<file path="src/sv/lstc_pkg.sv">
`timescale 1ns / 1ps
// lstc_pkg: shared constants, codes and types for the line sensor threshold calibrator
// no dependencies; used by lstc_ctrl, lstc_dp and the top level
package lstc_pkg;

  localparam int EYES_PER_BAR = 8;
  localparam int BAR_COUNT    = 4;
  localparam int SAMPLE_BITS  = 10;

  localparam int EYE_TOTAL  = EYES_PER_BAR * BAR_COUNT;
  localparam int IDX_W      = $clog2(EYE_TOTAL);
  localparam int SUM_W      = SAMPLE_BITS + IDX_W;
  localparam int BYTE_COUNT = 4;
  localparam int BYTE_W     = 8;

  localparam logic [SAMPLE_BITS-1:0] THR_RESET   = SAMPLE_BITS'(500);
  localparam logic [SAMPLE_BITS-1:0] THR_LOW     = SAMPLE_BITS'(150);
  localparam logic [SAMPLE_BITS-1:0] THR_HIGH    = SAMPLE_BITS'(850);
  localparam logic [SAMPLE_BITS-1:0] WHITE_RESET = SAMPLE_BITS'(100);
  localparam logic [SAMPLE_BITS-1:0] BLACK_RESET = SAMPLE_BITS'(900);

  localparam logic [1:0] BAR_BACK  = 2'd1;
  localparam logic [1:0] BAR_RIGHT = 2'd3;

  typedef enum logic [1:0] {
    REQ_SAMPLE     = 2'd0,
    REQ_CAPT_WHITE = 2'd1,
    REQ_CAPT_BLACK = 2'd2,
    REQ_SET_ALL    = 2'd3
  } lstc_req_e;

  typedef enum logic [1:0] {
    ST_IDLE,
    ST_SAMPLE,
    ST_SWEEP,
    ST_FINISH
  } lstc_state_e;

  // controller to datapath commands
  typedef struct packed {
    logic latch;
    logic commit_sample;
    logic sweep_step;
    logic load_calib;
  } lstc_cmd_t;

  // datapath to controller status
  typedef struct packed {
    logic sweep_last;
  } lstc_status_t;

endpackage

</file>
<file path="src/sv/lstc_ctrl.sv">
`timescale 1ns / 1ps
// lstc_ctrl: sequencing state machine and output word valid flag
// depends on lstc_pkg
module lstc_ctrl (
  input  logic                 clk_i,
  input  logic                 rst_ni,
  input  logic                 in_valid_i,
  input  logic [1:0]           req_type_i,
  input  logic                 out_ready_i,
  input  lstc_pkg::lstc_status_t status_i,
  output logic                 in_ready_o,
  output logic                 out_valid_o,
  output lstc_pkg::lstc_cmd_t  cmd_o
);
  import lstc_pkg::*;

  lstc_state_e state_q, state_d;
  logic        out_valid_q, out_valid_d;
  logic        slot_free;
  logic        load;

  assign slot_free = !out_valid_q || out_ready_i;

  always_comb begin
    state_d = state_q;
    unique case (state_q)
      ST_IDLE: begin
        if (in_valid_i) begin
          state_d = (lstc_req_e'(req_type_i) == REQ_SAMPLE) ? ST_SAMPLE : ST_SWEEP;
        end
      end
      ST_SAMPLE: begin
        if (slot_free) state_d = ST_IDLE;
      end
      ST_SWEEP: begin
        if (status_i.sweep_last) state_d = ST_FINISH;
      end
      ST_FINISH: begin
        if (slot_free) state_d = ST_IDLE;
      end
      default: state_d = ST_IDLE;
    endcase
  end

  always_comb begin
    cmd_o      = '0;
    in_ready_o = 1'b0;
    unique case (state_q)
      ST_IDLE: begin
        in_ready_o   = 1'b1;
        cmd_o.latch  = in_valid_i;
      end
      ST_SAMPLE: cmd_o.commit_sample = slot_free;
      ST_SWEEP:  cmd_o.sweep_step    = 1'b1;
      ST_FINISH: cmd_o.load_calib    = slot_free;
      default: begin
        cmd_o      = '0;
        in_ready_o = 1'b0;
      end
    endcase
  end

  assign load        = cmd_o.commit_sample || cmd_o.load_calib;
  assign out_valid_d = load ? 1'b1 : (out_ready_i ? 1'b0 : out_valid_q);
  assign out_valid_o = out_valid_q;

  always_ff @(posedge clk_i or negedge rst_ni) begin
    if (!rst_ni) begin
      state_q     <= ST_IDLE;
      out_valid_q <= 1'b0;
    end else begin
      state_q     <= state_d;
      out_valid_q <= out_valid_d;
    end
  end

endmodule

</file>
<file path="src/sv/lstc_dp.sv">
`timescale 1ns / 1ps
// lstc_dp: eye stores, threshold compare, bar bytes, capture sweep and output word register
// depends on lstc_pkg
module lstc_dp (
  input  logic                                 clk_i,
  input  logic                                 rst_ni,
  input  lstc_pkg::lstc_cmd_t                  cmd_i,
  output lstc_pkg::lstc_status_t               status_o,
  input  logic                                 cfg_we_i,
  input  logic                                 cfg_wdata_i,
  input  logic [1:0]                           req_type_i,
  input  logic [1:0]                           bar_select_i,
  input  logic [2:0]                           eye_index_i,
  input  logic [lstc_pkg::SAMPLE_BITS-1:0]     sample_value_i,
  input  logic                                 end_of_scan_i,
  input  logic [lstc_pkg::SAMPLE_BITS-1:0]     new_threshold_i,
  output logic                                 detect_bit_o,
  output logic [lstc_pkg::BYTE_W-1:0]          front_byte_o,
  output logic [lstc_pkg::BYTE_W-1:0]          back_byte_o,
  output logic [lstc_pkg::BYTE_W-1:0]          left_byte_o,
  output logic [lstc_pkg::BYTE_W-1:0]          right_byte_o,
  output logic                                 scan_done_o,
  output logic [lstc_pkg::SAMPLE_BITS-1:0]     calib_average_o,
  output logic                                 calib_done_o
);
  import lstc_pkg::*;

  // latched item
  lstc_req_e              req_q;
  logic [1:0]             bar_q;
  logic [2:0]             eye_q;
  logic [SAMPLE_BITS-1:0] smp_q;
  logic                   eos_q;
  logic [SAMPLE_BITS-1:0] nthr_q;

  logic invert_q;

  // per eye stores
  logic [SAMPLE_BITS-1:0] raw_q   [EYE_TOTAL];
  logic [SAMPLE_BITS-1:0] thr_q   [EYE_TOTAL];
  logic [SAMPLE_BITS-1:0] white_q [EYE_TOTAL];
  logic [SAMPLE_BITS-1:0] black_q [EYE_TOTAL];
  logic [SAMPLE_BITS-1:0] raw_d   [EYE_TOTAL];
  logic [SAMPLE_BITS-1:0] thr_d   [EYE_TOTAL];
  logic [SAMPLE_BITS-1:0] white_d [EYE_TOTAL];
  logic [SAMPLE_BITS-1:0] black_d [EYE_TOTAL];

  logic [BYTE_W-1:0] part_q [BYTE_COUNT];
  logic [BYTE_W-1:0] part_d [BYTE_COUNT];
  logic [BYTE_W-1:0] pub_q  [BYTE_COUNT];
  logic [BYTE_W-1:0] pub_d  [BYTE_COUNT];

  logic [IDX_W-1:0] cnt_q, cnt_d;
  logic [SUM_W-1:0] sum_q, sum_d;

  // sample path
  logic [IDX_W-1:0]       idx;
  logic                   in_range;
  logic                   detect;
  logic [BYTE_W-1:0]      bit_mask;
  logic                   inv_eye;

  // sweep path
  logic [SAMPLE_BITS-1:0] raw_rd;
  logic [SAMPLE_BITS-1:0] white_rd;
  logic [SAMPLE_BITS:0]   pair_sum;
  logic [SAMPLE_BITS-1:0] mid;
  logic [SAMPLE_BITS-1:0] mid_clamped;
  logic [SUM_W-1:0]       avg_full;

  // output word register
  logic                   det_oq;
  logic                   done_oq;
  logic                   cal_oq;
  logic [SAMPLE_BITS-1:0] avg_oq;
  logic [BYTE_W-1:0]      byte_oq [BYTE_COUNT];

  assign idx      = IDX_W'(32'(bar_q) * EYES_PER_BAR + 32'(eye_q));
  assign in_range = (32'(bar_q) < BAR_COUNT) && (32'(eye_q) < EYES_PER_BAR);
  assign inv_eye  = ((bar_q == BAR_BACK) || (bar_q == BAR_RIGHT)) &&
                    (32'(eye_q) == EYES_PER_BAR - 1);
  assign detect   = in_range && ((smp_q > thr_q[idx]) ^ inv_eye);
  assign bit_mask = 8'h80 >> eye_q;

  assign raw_rd      = raw_q[cnt_q];
  assign white_rd    = white_q[cnt_q];
  assign pair_sum    = {1'b0, white_rd} + {1'b0, raw_rd};
  assign mid         = pair_sum[SAMPLE_BITS:1];
  assign mid_clamped = (mid < THR_LOW) ? THR_LOW : ((mid > THR_HIGH) ? THR_HIGH : mid);
  assign avg_full    = SUM_W'(sum_q / EYE_TOTAL);

  assign status_o.sweep_last = (cnt_q == IDX_W'(EYE_TOTAL - 1));

  always_comb begin
    raw_d   = raw_q;
    thr_d   = thr_q;
    white_d = white_q;
    black_d = black_q;
    part_d  = part_q;
    pub_d   = pub_q;
    cnt_d   = cnt_q;
    sum_d   = sum_q;

    if (cmd_i.latch) begin
      cnt_d = '0;
      sum_d = '0;
    end

    if (cmd_i.commit_sample) begin
      if (in_range) begin
        raw_d[idx] = smp_q;
        if (detect) part_d[bar_q] = part_q[bar_q] | bit_mask;
        else        part_d[bar_q] = part_q[bar_q] & ~bit_mask;
      end
      // publish after this sample has updated its bar
      if (eos_q) begin
        for (int b = 0; b < BYTE_COUNT; b++) begin
          pub_d[b]  = invert_q ? ~part_d[b] : part_d[b];
          part_d[b] = '0;
        end
      end
    end

    if (cmd_i.sweep_step) begin
      cnt_d = cnt_q + IDX_W'(1);
      sum_d = sum_q + SUM_W'(raw_rd);
      case (req_q)
        REQ_CAPT_WHITE: white_d[cnt_q] = raw_rd;
        REQ_CAPT_BLACK: begin
          black_d[cnt_q] = raw_rd;
          thr_d[cnt_q]   = mid_clamped;
        end
        REQ_SET_ALL: thr_d[cnt_q] = nthr_q;
        default: ;
      endcase
    end
  end

  always_ff @(posedge clk_i or negedge rst_ni) begin
    if (!rst_ni) begin
      for (int i = 0; i < EYE_TOTAL; i++) begin
        raw_q[i]   <= '0;
        thr_q[i]   <= THR_RESET;
        white_q[i] <= WHITE_RESET;
        black_q[i] <= BLACK_RESET;
      end
      for (int b = 0; b < BYTE_COUNT; b++) begin
        part_q[b] <= '0;
        pub_q[b]  <= '0;
      end
      invert_q <= 1'b0;
      cnt_q    <= '0;
      sum_q    <= '0;
      req_q    <= REQ_SAMPLE;
    end else begin
      raw_q   <= raw_d;
      thr_q   <= thr_d;
      white_q <= white_d;
      black_q <= black_d;
      part_q  <= part_d;
      pub_q   <= pub_d;
      cnt_q   <= cnt_d;
      sum_q   <= sum_d;
      if (cfg_we_i)    invert_q <= cfg_wdata_i;
      if (cmd_i.latch) req_q    <= lstc_req_e'(req_type_i);
    end
  end

  // item payload
  always_ff @(posedge clk_i) begin
    if (cmd_i.latch) begin
      bar_q  <= bar_select_i;
      eye_q  <= eye_index_i;
      smp_q  <= sample_value_i;
      eos_q  <= end_of_scan_i;
      nthr_q <= new_threshold_i;
    end
  end

  always_ff @(posedge clk_i) begin
    if (cmd_i.commit_sample) begin
      det_oq  <= detect;
      done_oq <= eos_q;
      cal_oq  <= 1'b0;
      avg_oq  <= '0;
      byte_oq <= pub_d;
    end else if (cmd_i.load_calib) begin
      det_oq  <= 1'b0;
      done_oq <= 1'b0;
      cal_oq  <= (req_q == REQ_CAPT_WHITE) || (req_q == REQ_CAPT_BLACK);
      avg_oq  <= (req_q == REQ_SET_ALL) ? '0 : SAMPLE_BITS'(avg_full);
      byte_oq <= pub_q;
    end
  end

  assign detect_bit_o    = det_oq;
  assign scan_done_o     = done_oq;
  assign calib_done_o    = cal_oq;
  assign calib_average_o = avg_oq;
  assign front_byte_o    = byte_oq[0];
  assign back_byte_o     = byte_oq[1];
  assign left_byte_o     = byte_oq[2];
  assign right_byte_o    = byte_oq[3];

endmodule

</file>
<file path="src/sv/line_sensor_threshold_calibrator_core.sv">
`timescale 1ns / 1ps
// line sensor threshold calibrator: top level, lstc_ctrl sequencer plus lstc_dp datapath
// sample words: latched on accept; no new word taken until the result enters the output register
// capture and set-all words: a sweep of the eye stores (1 entry a cycle), then the result loads
// the output word register lets a new word in while the last result waits to be taken
// async active-low reset: thresholds 500, white 100, black 900, raw and bar bytes zero,
// invert off, no result pending
module line_sensor_threshold_calibrator_core (
  input  logic                             clk_i,
  input  logic                             rst_ni,
  // configuration: invert_line register
  input  logic                             cfg_we_i,
  input  logic                             cfg_wdata_i,
  // input words
  input  logic                             in_valid_i,
  output logic                             in_ready_o,
  input  logic [1:0]                       req_type_i,
  input  logic [1:0]                       bar_select_i,
  input  logic [2:0]                       eye_index_i,
  input  logic [lstc_pkg::SAMPLE_BITS-1:0] sample_value_i,
  input  logic                             end_of_scan_i,
  input  logic [lstc_pkg::SAMPLE_BITS-1:0] new_threshold_i,
  // result words
  output logic                             out_valid_o,
  input  logic                             out_ready_i,
  output logic                             detect_bit_o,
  output logic [lstc_pkg::BYTE_W-1:0]      front_byte_o,
  output logic [lstc_pkg::BYTE_W-1:0]      back_byte_o,
  output logic [lstc_pkg::BYTE_W-1:0]      left_byte_o,
  output logic [lstc_pkg::BYTE_W-1:0]      right_byte_o,
  output logic                             scan_done_o,
  output logic [lstc_pkg::SAMPLE_BITS-1:0] calib_average_o,
  output logic                             calib_done_o
);
  import lstc_pkg::*;

  lstc_cmd_t    cmd;
  lstc_status_t status;

  // sequencer: idle, commit a sample, sweep the eye stores, deliver a capture or set-all result
  lstc_ctrl u_ctrl (
    .clk_i       (clk_i),
    .rst_ni      (rst_ni),
    .in_valid_i  (in_valid_i),
    .req_type_i  (req_type_i),
    .out_ready_i (out_ready_i),
    .status_i    (status),
    .in_ready_o  (in_ready_o),
    .out_valid_o (out_valid_o),
    .cmd_o       (cmd)
  );

  // stores, compare, bar bytes, sweep accumulator and result word register
  lstc_dp u_dp (
    .clk_i           (clk_i),
    .rst_ni          (rst_ni),
    .cmd_i           (cmd),
    .status_o        (status),
    .cfg_we_i        (cfg_we_i),
    .cfg_wdata_i     (cfg_wdata_i),
    .req_type_i      (req_type_i),
    .bar_select_i    (bar_select_i),
    .eye_index_i     (eye_index_i),
    .sample_value_i  (sample_value_i),
    .end_of_scan_i   (end_of_scan_i),
    .new_threshold_i (new_threshold_i),
    .detect_bit_o    (detect_bit_o),
    .front_byte_o    (front_byte_o),
    .back_byte_o     (back_byte_o),
    .left_byte_o     (left_byte_o),
    .right_byte_o    (right_byte_o),
    .scan_done_o     (scan_done_o),
    .calib_average_o (calib_average_o),
    .calib_done_o    (calib_done_o)
  );

  // one word in flight: after an accept the input side closes
  assert property (@(posedge clk_i) disable iff (!rst_ni)
    in_valid_i && in_ready_o |=> !in_ready_o)
    else $error("input accepted while a word is in flight");

  // a result only appears once a word has been worked on
  assert property (@(posedge clk_i) disable iff (!rst_ni)
    $rose(out_valid_o) |-> !$past(in_ready_o))
    else $error("result without a word in progress");

  // a word is either a sample or a capture, never both
  assert property (@(posedge clk_i) disable iff (!rst_ni)
    out_valid_o |-> !(scan_done_o && calib_done_o))
    else $error("scan and capture flags both set");

  // average is only reported on capture words
  assert property (@(posedge clk_i) disable iff (!rst_ni)
    out_valid_o && !calib_done_o |-> calib_average_o == '0)
    else $error("average reported on a non-capture word");

endmodule

</file>
<file path="config.mk">
export PLATFORM = sky130hd
export DESIGN_NAME = line_sensor_threshold_calibrator_core
export DESIGN_NICKNAME = d
export VERILOG_FILES = /design/src/sv/lstc_pkg.sv /design/src/sv/lstc_ctrl.sv /design/src/sv/lstc_dp.sv /design/src/sv/line_sensor_threshold_calibrator_core.sv
export SDC_FILE = /design/constraint.sdc
export NUM_CORES = 2
export LEC_CHECK = 0
export ABC_AREA = 1
export BUFFER_PORTS_ARGS = -buffer_cell sky130_fd_sc_hd__buf_4
export CAP_MARGIN = 20
export CORE_UTILIZATION = 40
export CTS_BUF_LIST = sky130_fd_sc_hd__clkbuf_4
export DETAILED_ROUTE_END_ITERATION = 6
export HOLD_SLACK_MARGIN = 0.15
export PLACE_DENSITY = 0.52
export SLEW_MARGIN = 25
export SYNTH_ARGS = -nofsm -noshare
export SYNTH_HDL_FRONTEND = slang
export SYNTH_SLANG_ARGS = --single-unit
</file>
<file path="constraint.sdc">
create_clock -name clk_i -period 4.8 [get_ports clk_i]
set_input_delay 0.24 -clock clk_i [delete_from_list [all_inputs] [get_ports clk_i]]
set_output_delay 0.24 -clock clk_i [all_outputs]
set_load 0.005 [all_outputs]
</file>
==> run summary <==
Result of the run = complete, no violations
Worst IR drop on VDD = 1.311 mV
EDFF count, synth = 60
Overflow after GRT = 0
Total I/O pin count = 81
Post-synth cell types = 55
Number of sinks driven by the clock tree = 1,121
Critical path buffer and inverter count = 6
Effective utilization at floorplan = 0.4055
Crit-path max cell delay = 590 ps
Final hold slack = 315.9 ps
DRC Markers = 0
Data required, critical path = 5960 ps
Cell area reported after detailed placement = 57,340 sq um
Final setup violating endpoints = 0
Number of global-route vias before repair = 45,261
Height of the die = 368.0 um
Kind of start point of the critical path = flip-flop
Via count = 47,117
Initial antenna violation count = 3
Part of the Yosys area used for sequential elements = 0.5349
Final Skew = 86.96 ps
Std-Cell Core Area = 132,100 sq um
Final Instance Area = 62,850 sq um
Hold violation count in the final report = 0
Netlist area before placement = 53,580 sq um
RePlAce Congestion = 0.8768
Slew @ Worst Pin = 1035 ps
Number of pins with negative max-slew slack in the final report = 0
Ratio of routed vias to standard cells = 5.303
Insertion delay to the later sink of the worst-skew pair = 1260 ps
Largest fanout on the critical path = 19
Post-layout nets = 6,950
Cell with the most instances after synthesis = nand2_1
Die Area = 135,400 sq um
Leading cell types by total area after synthesis = dfrtp_1 (36%), dfstp_2 (14%), nand2_1 (11%), o21ai_0 (7.8%), nor2_1 (5.7%)
Count of state elements after synthesis = 1,121
Cell taking the most area after synthesis = dfrtp_1
Number of DRC violations after detailed-routing iteration 0 = 4,226
Final Power = 0.04290 W
Class of the worst hold path = input pin to flip-flop
Post-DP HPWL = 114,300 um
Crit-path slowest cell = dfrtp_4
GRT Util Overall = 0.2675
Root buffer selected by CTS = clkbuf_4
Longest Clk Path Bufs = 4
Post-synth ARST share = 0.9367
Slew margin rel. = 0.3091
Clock tree from TritonCTS = built
Clock transition time at the flip-flop clock pins of the worst setup and hold paths = 70 ps
Cell family with the largest share of critical-path delay = simple AND/OR/NAND/NOR gates
Core utilization of the finished layout = 0.4757
Proportion of layout cells with a drive suffix above 1 = 0.1950
Sum of negative setup slack = 0 ps
Crit Path Category = flip-flop to flip-flop
Layout Area Growth over Synthesis = 17.31%
Pin count of the biggest net entering global routing = 139
TritonRoute pass-1 iters = 6
IO Port Bufs = 80
Total clock buffers created by CTS = 331
Yosys warnings = 0
Synthesized netlist cell count = 6,514
Total power divided by cell area = 682.5 nW/um^2
Clock period minus final worst setup slack = 4572 ps
Leakage Power = 29.04 nW
Critical Path End Type = flip-flop
Highest clock rate = 218.7 MHz
Total of fill cells in the finished design = 13,137
Average wire per standard cell = 20.62 um
Floorplan row count = 133
Htree depth = 5
Final worst-path cycle share = 0.9525
Most frequent cells after synthesis = nand2_1 (1,615), o21ai_0 (837), nor2_1 (812)
Arrival time worst endpoint = 5730 ps
Portion of synthesized cell area occupied by the leading cell type = 0.3559
CP most frequent cell = nand2_1
Residual antenna-violating net count after detailed routing = 0
Wire length after detailed routing = 183,200 um
Max capacitance violation total = 0
Flip-flop cell with the highest count after synthesis = dfrtp_1
Net count after synthesis = 6,587
First-pass GRT wire length = 279,500 um
Syn_area_per_cell = 8.225 sq um
Width of the die = 368.0 um
[cells in the final DEF, fill, tap and decap left out, types with 7 or more instances in the layout]
master,count
clkbuf_4,537
a22oi_1,121
dfxtp_1,11
edfxtp_1,60
buf_4,364
nand2_2,15
o21bai_2,30
a31oi_1,130
dlygate4sd3_1,91
o21ai_1,108
o22ai_1,160
nand4_1,15
nand2_1,1613
dfstp_2,288
nor2_1,791
a21oi_1,263
ha_1,36
nor4_1,9
a221oi_2,7
buf_12,42
a21boi_0,9
nor2_2,17
a22o_1,32
inv_2,7
o31ai_1,19
dfrtp_1,760
inv_1,469
clkinv_1,49
or2_2,21
nand3_1,112
a221oi_4,9
o21ai_0,832
nor2_4,10
diode_2,7
[cell families (layout without fill, tap and decap cells)]
kind of cell / Yosys count / after routing / share of synthesized area
xor gates and xnor gates: 6 / 6 / 0.0009809
adders and majority gates: 39 / 39 / 0.009388
other: 0 / 7 / 0
AOI/OAI and AO/OA: 1759 / 1759 / 0.1908
and+or+nand+nor: 2621 / 2622 / 0.1912
buffers and inverters: 968 / 1576 / 0.07265
DFF: 1121 / 1121 / 0.5349
[cell type report]
class	count	area (sq um)	area share
Sequential cell	1121	28670	0.4561
Antenna cell	7	17.52	0.0002787
Clock buffer	537	4031	0.06414
Multi-Input combinational cell	4426	21220	0.3375
Timing Repair Buffer	509	4686	0.07455
Tap cell	1755	2196	0.03494
Inverter	487	1872	0.02978
Timing Repair inverter	1	11.26	0.0001792
Clock inverter	42	157.7	0.002508
[sequential cells by signal, summed over array words and instances (netlist names), 8 cells and up]
register              flops
u_dp.raw_q              320
u_dp.nthr_q              10
u_dp.right_byte_o         8
u_dp.left_byte_o          8
u_dp.thr_q              320
u_dp.smp_q               10
u_dp.part_q              32
u_dp.front_byte_o         8
u_dp.sum_q               15
u_dp.pub_q               32
u_dp.back_byte_o          8
u_dp.calib_average_o     10
u_dp.white_q            320
[path summary, 6_finish.rpt]
| path | endpoint | cells past startpoint | slack [ps] | from |
|---|---|---|---|---|
| worst max-delay path | u_dp.thr_q[290] | 26 | 230 | u_dp.cnt_q[0] |
| worst min-delay path | u_dp.invert_q | 5 | 320 | cfg_wdata_i |
| worst max register to register | u_dp.thr_q[290] | 26 | 230 | u_dp.cnt_q[0] |
| worst min register to register | u_dp.thr_q[147] | 2 | 470 | u_dp.thr_q[147] |
| max in group asynchronous | u_dp.thr_q[43] | 4 | 3560 | rst_ni |
| min in group asynchronous | u_dp.white_q[241] | 4 | 390 | rst_ni |
[worst register-to-register path, stage by stage, from the launching register on]
cell and delay, ps:
dfrtp_4 590, buf_12 200, buf_4 240, o21ai_0 180
o22ai_1 190, a221oi_4 500, nand2_2 110, ha_1 350
a21oi_1 130, and2_1 180, inv_1 70, or2_2 270
nand2_1 90, inv_1 60, a21oi_1 130, nand3_1 90
nand2_1 60, nand2_1 50, nand2_1 70, nand2_1 70
nand2_2 70, buf_4 130, nand3_2 100, nand2_4 170
clkbuf_16 240, nand2_1 80, nand2_1 60
[per-layer routing]
layer  track usage  part of all wire  up-vias
li1              -                 -    22361
met1        0.3806              0.46    22858
met2        0.4104              0.45     1569
met3       0.04532             0.064      327
met4       0.09328             0.027        2
met5             0          0.000071        -
[repair_timing]
action                                  4_1_cts  5_1_grt
gates resized for setup                       0       49
setup buffers                                 0       11
hold buffers                                 92        0
endpoints found under the setup margin        0      202
endpoints found under the hold margin      1050        0
[metrics by stage]
stage,std cells,setup slack [ps]
2_1_floorplan,6514,516.6
3_3_place_gp,8192,54.94
3_5_place_dp,8192,43.87
4_1_cts,8863,46.90
5_1_grt,8885,-22.38
6_report,8885,227.9
[where the power goes]
group | internal, W | switching, W | total (W)
combinational | 0.00685 | 0.0138 | 0.0206
sequential | 0.0119 | 0.00112 | 0.0130
clock | 0.00501 | 0.00421 | 0.00921
(Power assumes the default switching activity.)
